### config.mk
export PLATFORM = sky130hd
export DESIGN_NAME = length_prefix_to_start_code
export DESIGN_NICKNAME = d
export VERILOG_FILES = /design/src/hdl/lpsc_pkg.sv /design/src/hdl/lpsc_framer.sv /design/src/hdl/lpsc_emitter.sv /design/src/hdl/length_prefix_to_start_code.sv
export SDC_FILE = /design/constraint.sdc
export NUM_CORES = 1
export LEC_CHECK = 0
export ABC_AREA = 1
export BUFFER_PORTS_ARGS = -buffer_cell sky130_fd_sc_hd__buf_4
export CAP_MARGIN = 20
export CORE_ASPECT_RATIO = 1.2
export CORE_UTILIZATION = 55
export DETAILED_ROUTE_END_ITERATION = 10
export HOLD_SLACK_MARGIN = 0.1
export PLACE_DENSITY = 0.76
export SLEW_MARGIN = 15
export SYNTH_ARGS = -nofsm -noshare
export SYNTH_HDL_FRONTEND = slang
export SYNTH_SLANG_ARGS = --single-unit
export TNS_END_PERCENT = 100
### constraint.sdc
create_clock -name clk -period 2.3 [get_ports clk]
set_input_delay 0.115 -clock clk [delete_from_list [all_inputs] [get_ports clk]]
set_output_delay 0.115 -clock clk [all_outputs]
set_load 0.005 [all_outputs]
### src/hdl/lpsc_pkg.sv
// Shared types, constants and helpers for the length-prefix to start-code converter.
package lpsc_pkg;

	localparam int BYTE_W     = 8;
	localparam int LEN_W      = 32;
	localparam int PCNT_W     = 2;
	localparam int CFG_W      = 2;
	localparam int SC_LEN     = 4;
	localparam int SC_CNT_W   = $clog2(SC_LEN + 2);
	localparam int USER_W     = 2;

	// Prefix of four bytes after reset.
	localparam logic [CFG_W-1:0] PREFIX_LEN_M1_RST = 2'd3;

	// Start code, first byte sent first.
	localparam logic [BYTE_W-1:0] SC_SEQ [SC_LEN] = '{8'h00, 8'h00, 8'h00, 8'h01};

	// Bit positions inside the output tuser.
	localparam int USER_SC_BIT  = 0;
	localparam int USER_ERR_BIT = 1;

	// Work for one input item, as handed from the framer to the emitter.
	typedef struct packed {
		logic              sc;      // start code goes out first
		logic              byte_v;  // the input byte goes out
		logic [BYTE_W-1:0] data;
		logic              err;     // buffer ended inside a payload
	} plan_t;

	// Start-code byte for a count of start-code bytes still to send.
	function automatic logic [BYTE_W-1:0] sc_seq_byte(input logic [SC_CNT_W-1:0] left);
		logic [SC_CNT_W-1:0] idx;
		idx = SC_CNT_W'(SC_LEN) - left;
		return SC_SEQ[idx[$clog2(SC_LEN)-1:0]];
	endfunction

endpackage

### src/hdl/lpsc_framer.sv
// Prefix gathering and payload tracking; turns one registered input item into a plan.
module lpsc_framer
	import lpsc_pkg::*;
(
	input  logic              clk,
	input  logic              arst_n,
	input  logic              take,
	input  logic [BYTE_W-1:0] in_byte,
	input  logic              eob,
	input  logic [CFG_W-1:0]  prefix_len_minus_one,
	output plan_t             plan,
	output logic              plan_v
);

	logic              in_payload_q;
	logic [PCNT_W-1:0] prefix_count_q;
	logic [LEN_W-1:0]  length_accum_q;
	logic [LEN_W-1:0]  payload_left_q;
	logic              start_pending_q;

	logic              in_payload_d;
	logic [PCNT_W-1:0] prefix_count_d;
	logic [LEN_W-1:0]  length_accum_d;
	logic [LEN_W-1:0]  payload_left_d;
	logic              start_pending_d;
	logic              send_sc;
	logic              pass_byte;
	logic [LEN_W-1:0]  shifted;

	// Decide what this item causes and where the state goes next.
	always_comb begin
		send_sc         = in_payload_q && start_pending_q;
		// A zero-length unit ends with its start code; the byte starts a new prefix.
		pass_byte       = in_payload_q && !(send_sc && (payload_left_q == '0));
		shifted         = {length_accum_q[LEN_W-BYTE_W-1:0], in_byte};
		in_payload_d    = pass_byte;
		prefix_count_d  = prefix_count_q;
		length_accum_d  = length_accum_q;
		payload_left_d  = payload_left_q;
		start_pending_d = start_pending_q && !send_sc;
		plan.sc         = send_sc;
		plan.byte_v     = pass_byte;
		plan.data       = in_byte;
		plan.err        = 1'b0;
		if (pass_byte) begin
			payload_left_d = payload_left_q - LEN_W'(1);
			if (payload_left_q == LEN_W'(1)) begin
				in_payload_d = 1'b0;
			end else if (eob) begin
				plan.err = 1'b1;
			end
		end else if (prefix_count_q >= prefix_len_minus_one) begin
			payload_left_d  = shifted;
			in_payload_d    = 1'b1;
			start_pending_d = 1'b1;
			prefix_count_d  = '0;
			length_accum_d  = '0;
		end else begin
			length_accum_d  = shifted;
			prefix_count_d  = prefix_count_q + PCNT_W'(1);
		end
		// The end of the buffer returns every unit to its reset state.
		if (eob) begin
			in_payload_d    = 1'b0;
			prefix_count_d  = '0;
			length_accum_d  = '0;
			payload_left_d  = '0;
			start_pending_d = 1'b0;
		end
		plan_v = take && (send_sc || pass_byte);
	end

	// Framing state advances once per consumed item.
	always_ff @(posedge clk or negedge arst_n) begin
		if (!arst_n) begin
			in_payload_q    <= 1'b0;
			prefix_count_q  <= '0;
			length_accum_q  <= '0;
			payload_left_q  <= '0;
			start_pending_q <= 1'b0;
		end else if (take) begin
			in_payload_q    <= in_payload_d;
			prefix_count_q  <= prefix_count_d;
			length_accum_q  <= length_accum_d;
			payload_left_q  <= payload_left_d;
			start_pending_q <= start_pending_d;
		end
	end

endmodule

### src/hdl/lpsc_emitter.sv
// Holds one plan and sends its results one per cycle through the output register while the output is not stalled.
module lpsc_emitter
	import lpsc_pkg::*;
(
	input  logic              clk,
	input  logic              arst_n,
	input  logic              plan_v,
	input  plan_t             plan,
	output logic              plan_free,
	output logic              m_tvalid,
	input  logic              m_tready,
	output logic [BYTE_W-1:0] m_tdata,
	output logic [USER_W-1:0] m_tuser,
	output logic              m_tlast
);

	logic [SC_CNT_W-1:0] sc_left_q;
	logic                byte_v_q;
	logic [BYTE_W-1:0]   data_q;
	logic                err_q;
	logic                m_tvalid_q;
	logic [BYTE_W-1:0]   m_tdata_q;
	logic [USER_W-1:0]   m_tuser_q;
	logic                m_tlast_q;

	logic [SC_CNT_W-1:0] remaining;
	logic                out_load;
	logic                emit;
	logic [BYTE_W-1:0]   nxt_data;
	logic                nxt_sc;
	logic                nxt_last;
	logic                nxt_err;

	// Pick the next result from the held plan.
	always_comb begin
		remaining = sc_left_q + SC_CNT_W'(byte_v_q);
		out_load  = !m_tvalid_q || m_tready;
		emit      = out_load && (remaining != '0);
		plan_free = (remaining == '0) || ((remaining == SC_CNT_W'(1)) && out_load);
		if (sc_left_q != '0) begin
			nxt_data = sc_seq_byte(sc_left_q);
			nxt_sc   = 1'b1;
			nxt_last = (sc_left_q == SC_CNT_W'(1)) && !byte_v_q;
			nxt_err  = 1'b0;
		end else begin
			nxt_data = data_q;
			nxt_sc   = 1'b0;
			nxt_last = 1'b1;
			nxt_err  = err_q;
		end
	end

	// Plan bookkeeping and output valid.
	always_ff @(posedge clk or negedge arst_n) begin
		if (!arst_n) begin
			sc_left_q  <= '0;
			byte_v_q   <= 1'b0;
			m_tvalid_q <= 1'b0;
		end else begin
			if (plan_v) begin
				sc_left_q <= plan.sc ? SC_CNT_W'(SC_LEN) : '0;
				byte_v_q  <= plan.byte_v;
			end else if (emit) begin
				if (sc_left_q != '0) begin
					sc_left_q <= sc_left_q - SC_CNT_W'(1);
				end else begin
					byte_v_q <= 1'b0;
				end
			end
			if (out_load) begin
				m_tvalid_q <= emit;
			end
		end
	end

	// Payload of the plan and of the output register.
	always_ff @(posedge clk) begin
		if (plan_v) begin
			data_q <= plan.data;
			err_q  <= plan.err;
		end
		if (emit) begin
			m_tdata_q               <= nxt_data;
			m_tuser_q[USER_SC_BIT]  <= nxt_sc;
			m_tuser_q[USER_ERR_BIT] <= nxt_err;
			m_tlast_q               <= nxt_last;
		end
	end

	assign m_tvalid = m_tvalid_q;
	assign m_tdata  = m_tdata_q;
	assign m_tuser  = m_tuser_q;
	assign m_tlast  = m_tlast_q;

endmodule

### src/hdl/length_prefix_to_start_code.sv
// Top level of the length-prefix to start-code stream converter.
//
//   channel  | direction | fields
//   ---------+-----------+-------------------------------------------------
//   s_*      | in        | tdata = in_byte, tlast = end_of_buffer
//   m_*      | out       | tdata = out_byte, tuser = {error, is_start_code},
//            |           | tlast = last_of_run
//   cfg_*    | in        | prefix_len_minus_one, written when cfg_we is high
//
// A payload byte passes through an input register, the framing logic with its plan
// register, and the output register. The first payload byte of a unit carries the
// start code ahead of it and holds the input while the emitter sends the five
// results. Reset clears all framing state and sets a four-byte prefix; a stall on the
// output backs up through the plan register to s_tready.
module length_prefix_to_start_code
	import lpsc_pkg::*;
(
	input  logic              clk,
	input  logic              arst_n,
	input  logic              s_tvalid,
	output logic              s_tready,
	input  logic [BYTE_W-1:0] s_tdata,   // [7:0] in_byte
	input  logic              s_tlast,
	output logic              m_tvalid,
	input  logic              m_tready,
	output logic [BYTE_W-1:0] m_tdata,   // [7:0] out_byte
	output logic [USER_W-1:0] m_tuser,   // [0] is_start_code, [1] error
	output logic              m_tlast,
	input  logic              cfg_we,
	input  logic [CFG_W-1:0]  cfg_wdata
);

	logic               valid_s1;
	logic [BYTE_W-1:0]  byte_s1;
	logic               eob_s1;
	logic [CFG_W-1:0]   prefix_len_minus_one_q;
	logic               take;
	logic               plan_free;
	logic               plan_v;
	plan_t              plan;

	// The registered item is consumed once the emitter can hold its plan.
	assign take     = valid_s1 && plan_free;
	assign s_tready = !valid_s1 || plan_free;

	// Input register valid and configuration register.
	always_ff @(posedge clk or negedge arst_n) begin
		if (!arst_n) begin
			valid_s1               <= 1'b0;
			prefix_len_minus_one_q <= PREFIX_LEN_M1_RST;
		end else begin
			if (s_tready) begin
				valid_s1 <= s_tvalid;
			end
			if (cfg_we) begin
				prefix_len_minus_one_q <= cfg_wdata;
			end
		end
	end

	// Input register payload.
	always_ff @(posedge clk) begin
		if (s_tvalid && s_tready) begin
			byte_s1 <= s_tdata;
			eob_s1  <= s_tlast;
		end
	end

	lpsc_framer u_framer (
		.clk                  (clk),
		.arst_n               (arst_n),
		.take                 (take),
		.in_byte              (byte_s1),
		.eob                  (eob_s1),
		.prefix_len_minus_one (prefix_len_minus_one_q),
		.plan                 (plan),
		.plan_v               (plan_v)
	);

	lpsc_emitter u_emitter (
		.clk       (clk),
		.arst_n    (arst_n),
		.plan_v    (plan_v),
		.plan      (plan),
		.plan_free (plan_free),
		.m_tvalid  (m_tvalid),
		.m_tready  (m_tready),
		.m_tdata   (m_tdata),
		.m_tuser   (m_tuser),
		.m_tlast   (m_tlast)
	);

endmodule

==> metrics, run 1 <==
area of the die 0.00998 mm2; sequence of cells on the critical path ha_1, ha_1, inv_1, nor2_1, nor2_1, nand2_1, nor2_2, nand2_2, nor2_2, buf_4; initial antenna violation count 0; mean post-synth cell area 7.74 um2; Detail Route Antenna Nets 0; DRC 0; hpwl dp 8460 um; Hold/Removal Path Class primary input to async pin; maximum vdd drop ~680 uV; leak pwr 0.00298 uW; Vias approximately 4500; post-synth top area cell dfrtp_1; clock root buffer clkbuf_8; sequential element share of the synthesized area 48.8%; outcome finished, final reports clean; Setup CP Type flip-flop to flip-flop; final setup fails 0; CTS clk-pin slew, worst paths 90 ps; Pwr per Cell Area 1420 mW/mm2; Max stage delay on crit path 440 ps; Syn Nets 707; CP max FO 6; Num Clock Sinks between 90 and 100; # rows 38; Clock Latency Late Sink 370 ps; Layout Skew 13.0 ps; vias in the first global route 4209; GPL Wtd Cong approximately 0.91; delay-heaviest family, CP simple AND/OR/NAND/NOR gates; Crit path arrival time 2210 ps; relative slew slack 40.7%; chip width 91.4 um; Worst Max-Slew Pin Slew between 800 and 900 ps; drt initial violations 412; first-pass GRT wire length roughly 20000 um; crit path buf inv count 2; core area 0.00918 mm2; critical path startpoint category flip-flop; via density per instance 5.33; Power, Total ~8500 uW; f_max 468 MHz; layout net count 753; Critical Path End Type flip-flop; share of cells above drive strength 1 11.7%; largest net degree at the start of global routing around 70; Yosys Warn Count 0; cts bufs inserted 9; H-tree Lvls 3; Max Slew Vio Count 0; post-CTS setup buffers 0; final critical-path required period 2140 ps; Syn-to-layout area delta 13.8%; main area contributors after synthesis dfrtp_1 (31%), nand2_1 (17%), edfxtp_1 (17%); DR top layer met4; Hold Vio Cnt, Final 0; Port Buf Inserts 28; Starting Density 57.4%; Chip Height 109 um; total gr overflow 0; final wirelength 12000 um; Fin Hold WS roughly 380 ps; Routed met2 length 5800 um; Max-cap violations 0; Final Util 65.4%; Pre-antenna DRT Iters 5; share of the synthesized area in the top cell type 31.3%; post-synthesis cell count 681; setup TNS 0 ps; Post-Layout Inst Area between 0.005 and 0.006 mm2; CTS tree built; n_diodes 0; Area after DPL roughly 0.0057 mm2; Metal-1 WL 5270 um; met3 wire length 635 um; Synth cell types 34; CP Data Required Time 2380 ps; final worst-path cycle share 92.9%; FF+latch count, synth 97; CP max stage cell dfrtp_1; Routed WL per cell 14.0 um; gr usage total between 20% and 30%; post-synthesis cell area 0.00527 mm2; clk buf depth 2; Ports 29
## logic make-up after synthesis
family          count (synthesis)  share of synthesized area [%]
compound gates                 54                           5.70
xor+xnor                       15                           2.49
fa+ha+maj                      10                           2.37
buf+inv                        90                           7.33
flops                          97                           48.8
mux                             1                          0.214
simple gates                  414                           33.0
## stage by stage
stage	cells	worst slack [ps]
3_3_place_gp	821	218
5_1_grt	852	-17.7
4_1_cts	852	22.9
6_report	852	164
2_1_floorplan	681	78.5
3_5_place_dp	821	114
## layer usage
layer | vias up | track usage (%)
li1 | 2257 | -
met1 | 2112 | 34.0
met2 | 155 | 41.8
met3 | 20 | 4.39
met4 | 0 | 10.3
met5 | - | 0
## report_power, final
group | switching, uW | leakage (uW) | internal [uW] | total, uW
sequential | 476 | 0.00119 | 2390 | 2870
clock | 611 | 0.0000946 | 432 | 1040
combinational | 2990 | 0.00170 | 1630 | 4610
## timing repair
item,CTS,global route
gates resized for setup,0,5
endpoints found under the setup margin,0,45
hold buffers,15,0
hold endpoints to repair,79,0
## final cells by class
type                       instances  area (um2)
sequential                        97        2570
fill                             775        3180
inverter                          67         251
multi-input combinational        494        2320
tap                              120         150
timing repair buffer              58         523
clock inverter                     5        37.5
clock buffer                      11         141
## worst paths after layout
| check | from | end | slack (ps) | cells past startpoint |
|---|---|---|---|---|
| worst min register to register | u_framer.length_accum_q[17]$_DFFE_PN0P_ | u_framer.length_accum_q[17]$_DFFE_PN0P_ | 490 | 2 |
| worst max-delay path | u_emitter.sc_left_q[0]$_DFFE_PN0P_ | u_emitter.err_q$_SDFFCE_PP0P_ | 160 | 10 |
| worst min-delay path | arst_n | u_framer.payload_left_q[0]$_DFFE_PN0P_ | 380 | 2 |
| max in group asynchronous | arst_n | u_emitter.m_tvalid$_DFFE_PN0N_ | 1310 | 2 |
| worst max register to register | u_emitter.sc_left_q[0]$_DFFE_PN0P_ | u_emitter.err_q$_SDFFCE_PP0P_ | 160 | 10 |
| min in group clk | s_tdata[5] | byte_s1[5]$_DFFE_PP_ | 460 | 2 |
## registers in the layout, indices dropped and copies added (netlist names)
signal	cells
u_emitter.data_q	8
u_framer.prefix_count_q	2
u_framer.start_pending_q	1
u_emitter.m_tdata	8
u_framer.length_accum_q	24
valid_s1	1
u_emitter.m_tlast	1
eob_s1	1
u_emitter.byte_v_q	1
u_framer.payload_left_q	32
u_emitter.err_q	1
u_emitter.m_tvalid	1
u_emitter.m_tuser	2
u_framer.in_payload_q	1
prefix_len_minus_one_q	2
byte_s1	8
u_emitter.sc_left_q	3
## synthesized netlist by cell type
master    count
a21oi_1       6
a21oi_2       1
buf_2         6
buf_4         3
buf_6         4
clkbuf_1     10
clkinv_1      1
dfrtp_1      66
dfstp_2       2
edfxtp_1     29
ha_1         10
inv_1        66
mux2_2        1
nand2_1     233
nand2_2       6
nand3_1      78
nand3_2       1
nand3_4       1
nand3b_1      3
nand4_1       4
nor2_1       78
nor2_2        2
nor2_4        2
nor3_1        1
nor4_1        1
o211ai_1      1
o21ai_0      27
o21ai_1      14
o21ai_2       2
o21bai_4      1
o22ai_1       2
or2_2         4
xnor2_1      12
xor2_1        3
## layout by cell type (no fill, tap or decap), types with 2 or more instances in the layout
master,netlist,routed
dfrtp_1,66,66
nand2_1,233,232
buf_4,3,39
o21ai_2,2,2
nand2_2,6,7
a21oi_1,6,6
nand4_1,4,4
o21ai_0,27,27
inv_6,0,2
nand3_1,78,78
clkbuf_8,0,10
nor2_2,2,5
xor2_1,3,3
edfxtp_1,29,29
dfstp_2,2,2
o22ai_1,2,2
dlygate4sd3_1,0,15
o21ai_1,14,14
buf_12,0,4
inv_1,66,65
xnor2_1,12,12
nor2_1,78,75
nand3b_1,3,3
nor2_4,2,2
ha_1,10,10
or2_2,4,4
No activity file was read; power rests on OpenSTA's default activity.
==> inputs of run 2 (changes only) <==
--- a/config.mk
+++ b/config.mk
@@ -13,6 +13,7 @@
 export DETAILED_ROUTE_END_ITERATION = 10
 export HOLD_SLACK_MARGIN = 0.1
 export PLACE_DENSITY = 0.76
+export RECOVER_POWER = 50
 export SLEW_MARGIN = 15
 export SYNTH_ARGS = -nofsm -noshare
 export SYNTH_HDL_FRONTEND = slang
==> run 2 against run 1 <==
The run now ends with max-capacitance violations, max-slew violations left. Design area fell by 0.10%. Via count fell by 0.24%. Utilization fell by 0.068 points. Cell count did not move. Combinational power barely moved. Flip-flop and latch count did not move. Largest cell class unchanged. Largest power group unchanged. Highest routed layer unchanged.
==> metrics, run 2 (synthesis results as in run 1) <==
outcome finished, violations left (was finished, final reports clean); failing checks max-capacitance violations, max-slew violations; chip width 91.4 um (unchanged); Area after DPL 0.00566 mm2 (unchanged); Syn-to-layout area delta 13.7% (was 13.8%); Detail Route Antenna Nets 0 (unchanged); drt initial violations 379 (was 412); area of the die 0.00998 mm2 (unchanged); final critical-path required period 2140 ps (about the same); Critical Path End Type flip-flop (unchanged); Setup CP Type flip-flop to flip-flop (unchanged); vias in the first global route 4209 (unchanged); Pwr per Cell Area 1420 mW/mm2 (about the same); clock root buffer clkbuf_8 (unchanged); Fin Hold WS 474 ps (was 379 ps); Layout Skew 13.3 ps (was 13.0 ps); final setup fails 0 (unchanged); commonest non-fill, non-tap cell in the layout nand2_1 (unchanged); commonest cells after routing, fill and taps aside nand2_1 (232), nand3_1 (78), nor2_1 (75), dfrtp_1 (66), inv_1 (65) (unchanged); Hold/Removal Path Class primary input to flip-flop (was primary input to async pin); clk buf depth 2 (unchanged); Worst Max-Slew Pin Slew 1730 ps (was 890 ps); via density per instance 5.32 (was 5.33); Ports 29 (unchanged); Reg2Reg Depth 12 (was 10); n_diodes 0 (unchanged); DRC 0 (unchanged); maximum vdd drop 680 uV (was 683 uV); total gr overflow 0 (unchanged); relative slew slack -15.4% (was 40.7%); hpwl dp 8460 um (unchanged); Routed WL per cell 14.0 um (about the same); critical path startpoint category flip-flop (unchanged); top flop regs u_framer.payload_left_q (32), u_framer.length_accum_q (24) (unchanged); Post-Layout Inst Area 0.00599 mm2 (was 0.00600 mm2); # rows 38 (unchanged); H-tree Lvls 3 (unchanged); gr usage total 25.6% (unchanged); Port Buf Inserts 28 (unchanged); CP Data Required Time 2620 ps (was 2380 ps); largest net degree at the start of global routing 69 (unchanged); leak pwr 0.00297 uW (was 0.00298 uW); Max-cap violations 1 (was 0); Max Slew Vio Count 69 (was 0); initial antenna violation count 0 (unchanged); Num Clock Sinks 97 (unchanged); final wirelength 12000 um (about the same); CTS tree built (unchanged); Pre-antenna DRT Iters 5 (unchanged); layout net count 753 (unchanged); GPL Wtd Cong 0.913 (unchanged); CP max FO 12 (was 6); cts bufs inserted 9 (unchanged); share of cells above drive strength 1 11.6% (was 11.7%); Vias 4533 (was 4544); Hold Vio Cnt, Final 0 (unchanged); Chip Height 109 um (unchanged); Fill cells 778 (was 775); post-CTS setup buffers 0 (unchanged); Biggest register u_framer.payload_left_q (unchanged); first-pass GRT wire length 19600 um (unchanged); worst setup margin 163 ps (was 164 ps); Clock Latency Late Sink 370 ps (about the same); Starting Density 57.4% (unchanged); Power, Total 8510 uW (was 8520 uW); final worst-path cycle share 92.9% (about the same); hold path depth 2; Largest register FFs 32 (unchanged); f_max 468 MHz (about the same); Crit path arrival time 2450 ps (was 2210 ps); core area 0.00918 mm2 (unchanged); pre-CTS setup slack 114 ps (unchanged); CTS clk-pin slew, worst paths 100 ps (was 90 ps)
run 2: cell type report:
class                   count  area, um2  area share, %
inverters                  67        251           4.20
clock inverters             5       37.5          0.626
flip-flops and latches     97       2570           43.0
repair buffers             58        517           8.62
multi-input cells         494       2320           38.7
well taps                 120        150           2.51
clock buffers              11        141           2.36
run 2: path summary, 6_finish.rpt:
kind / end / from / slack (ps)
worst min register to register: u_framer.length_accum_q[17]$_DFFE_PN0P_ / u_framer.length_accum_q[17]$_DFFE_PN0P_ / 490
worst min-delay path: byte_s1[5]$_DFFE_PP_ / s_tdata[5] / 470
worst max register to register: u_framer.payload_left_q[19]$_DFFE_PN0P_ / u_emitter.sc_left_q[0]$_DFFE_PN0P_ / 160
min in group asynchronous: u_framer.payload_left_q[0]$_DFFE_PN0P_ / arst_n / 700
worst max-delay path: u_framer.payload_left_q[19]$_DFFE_PN0P_ / u_emitter.sc_left_q[0]$_DFFE_PN0P_ / 160
max in group asynchronous: u_framer.in_payload_q$_DFFE_PN0P_ / arst_n / 530
run 2: power breakdown:
group / total [uW] / internal (uW) / leakage (uW) / switching, uW
Clock: 1040 / 432 / 0.0000946 / 612
Combinational: 4600 / 1610 / 0.00169 / 2990
Sequential: 2870 / 2390 / 0.00119 / 474
Total: 8510 / 4440 / 0.00297 / 4070
run 2: layer usage:
layer  part of all wire (%)  global-route usage [%]  vias up
met3                    5.5                    4.39       18
met5                      0                       0        -
met4                    2.1                    10.3        0
li1                       -                       -     2257
met2                     48                    41.8      146
met1                     44                    34.0     2112
run 2: critical path: stages (launching register included):
cell     delay [ps]
dfrtp_1         440
ha_1            210
ha_1            280
nor2_1          110
nand2_1         100
nor2_2          140
nand2_2         110
nor2_2          140
inv_1            50
a21oi_1         110
buf_4           210
nand3_1          90
nand2_1          70
run 2: repair_timing:
action,CTS,global route
resized for setup,0,5
endpoints found under the setup margin,0,45
hold buffers,15,0
endpoints found under the hold margin,79,0
run 2: per-stage QoR:
step                util, %  std cells  setup TNS [ps]
finish                 65.3        852               0
global placement       61.7        821               0
CTS                    65.3        852               0
floorplan                 -        681               0
detailed placement     61.7        821               0
global route           65.3        852           -17.7
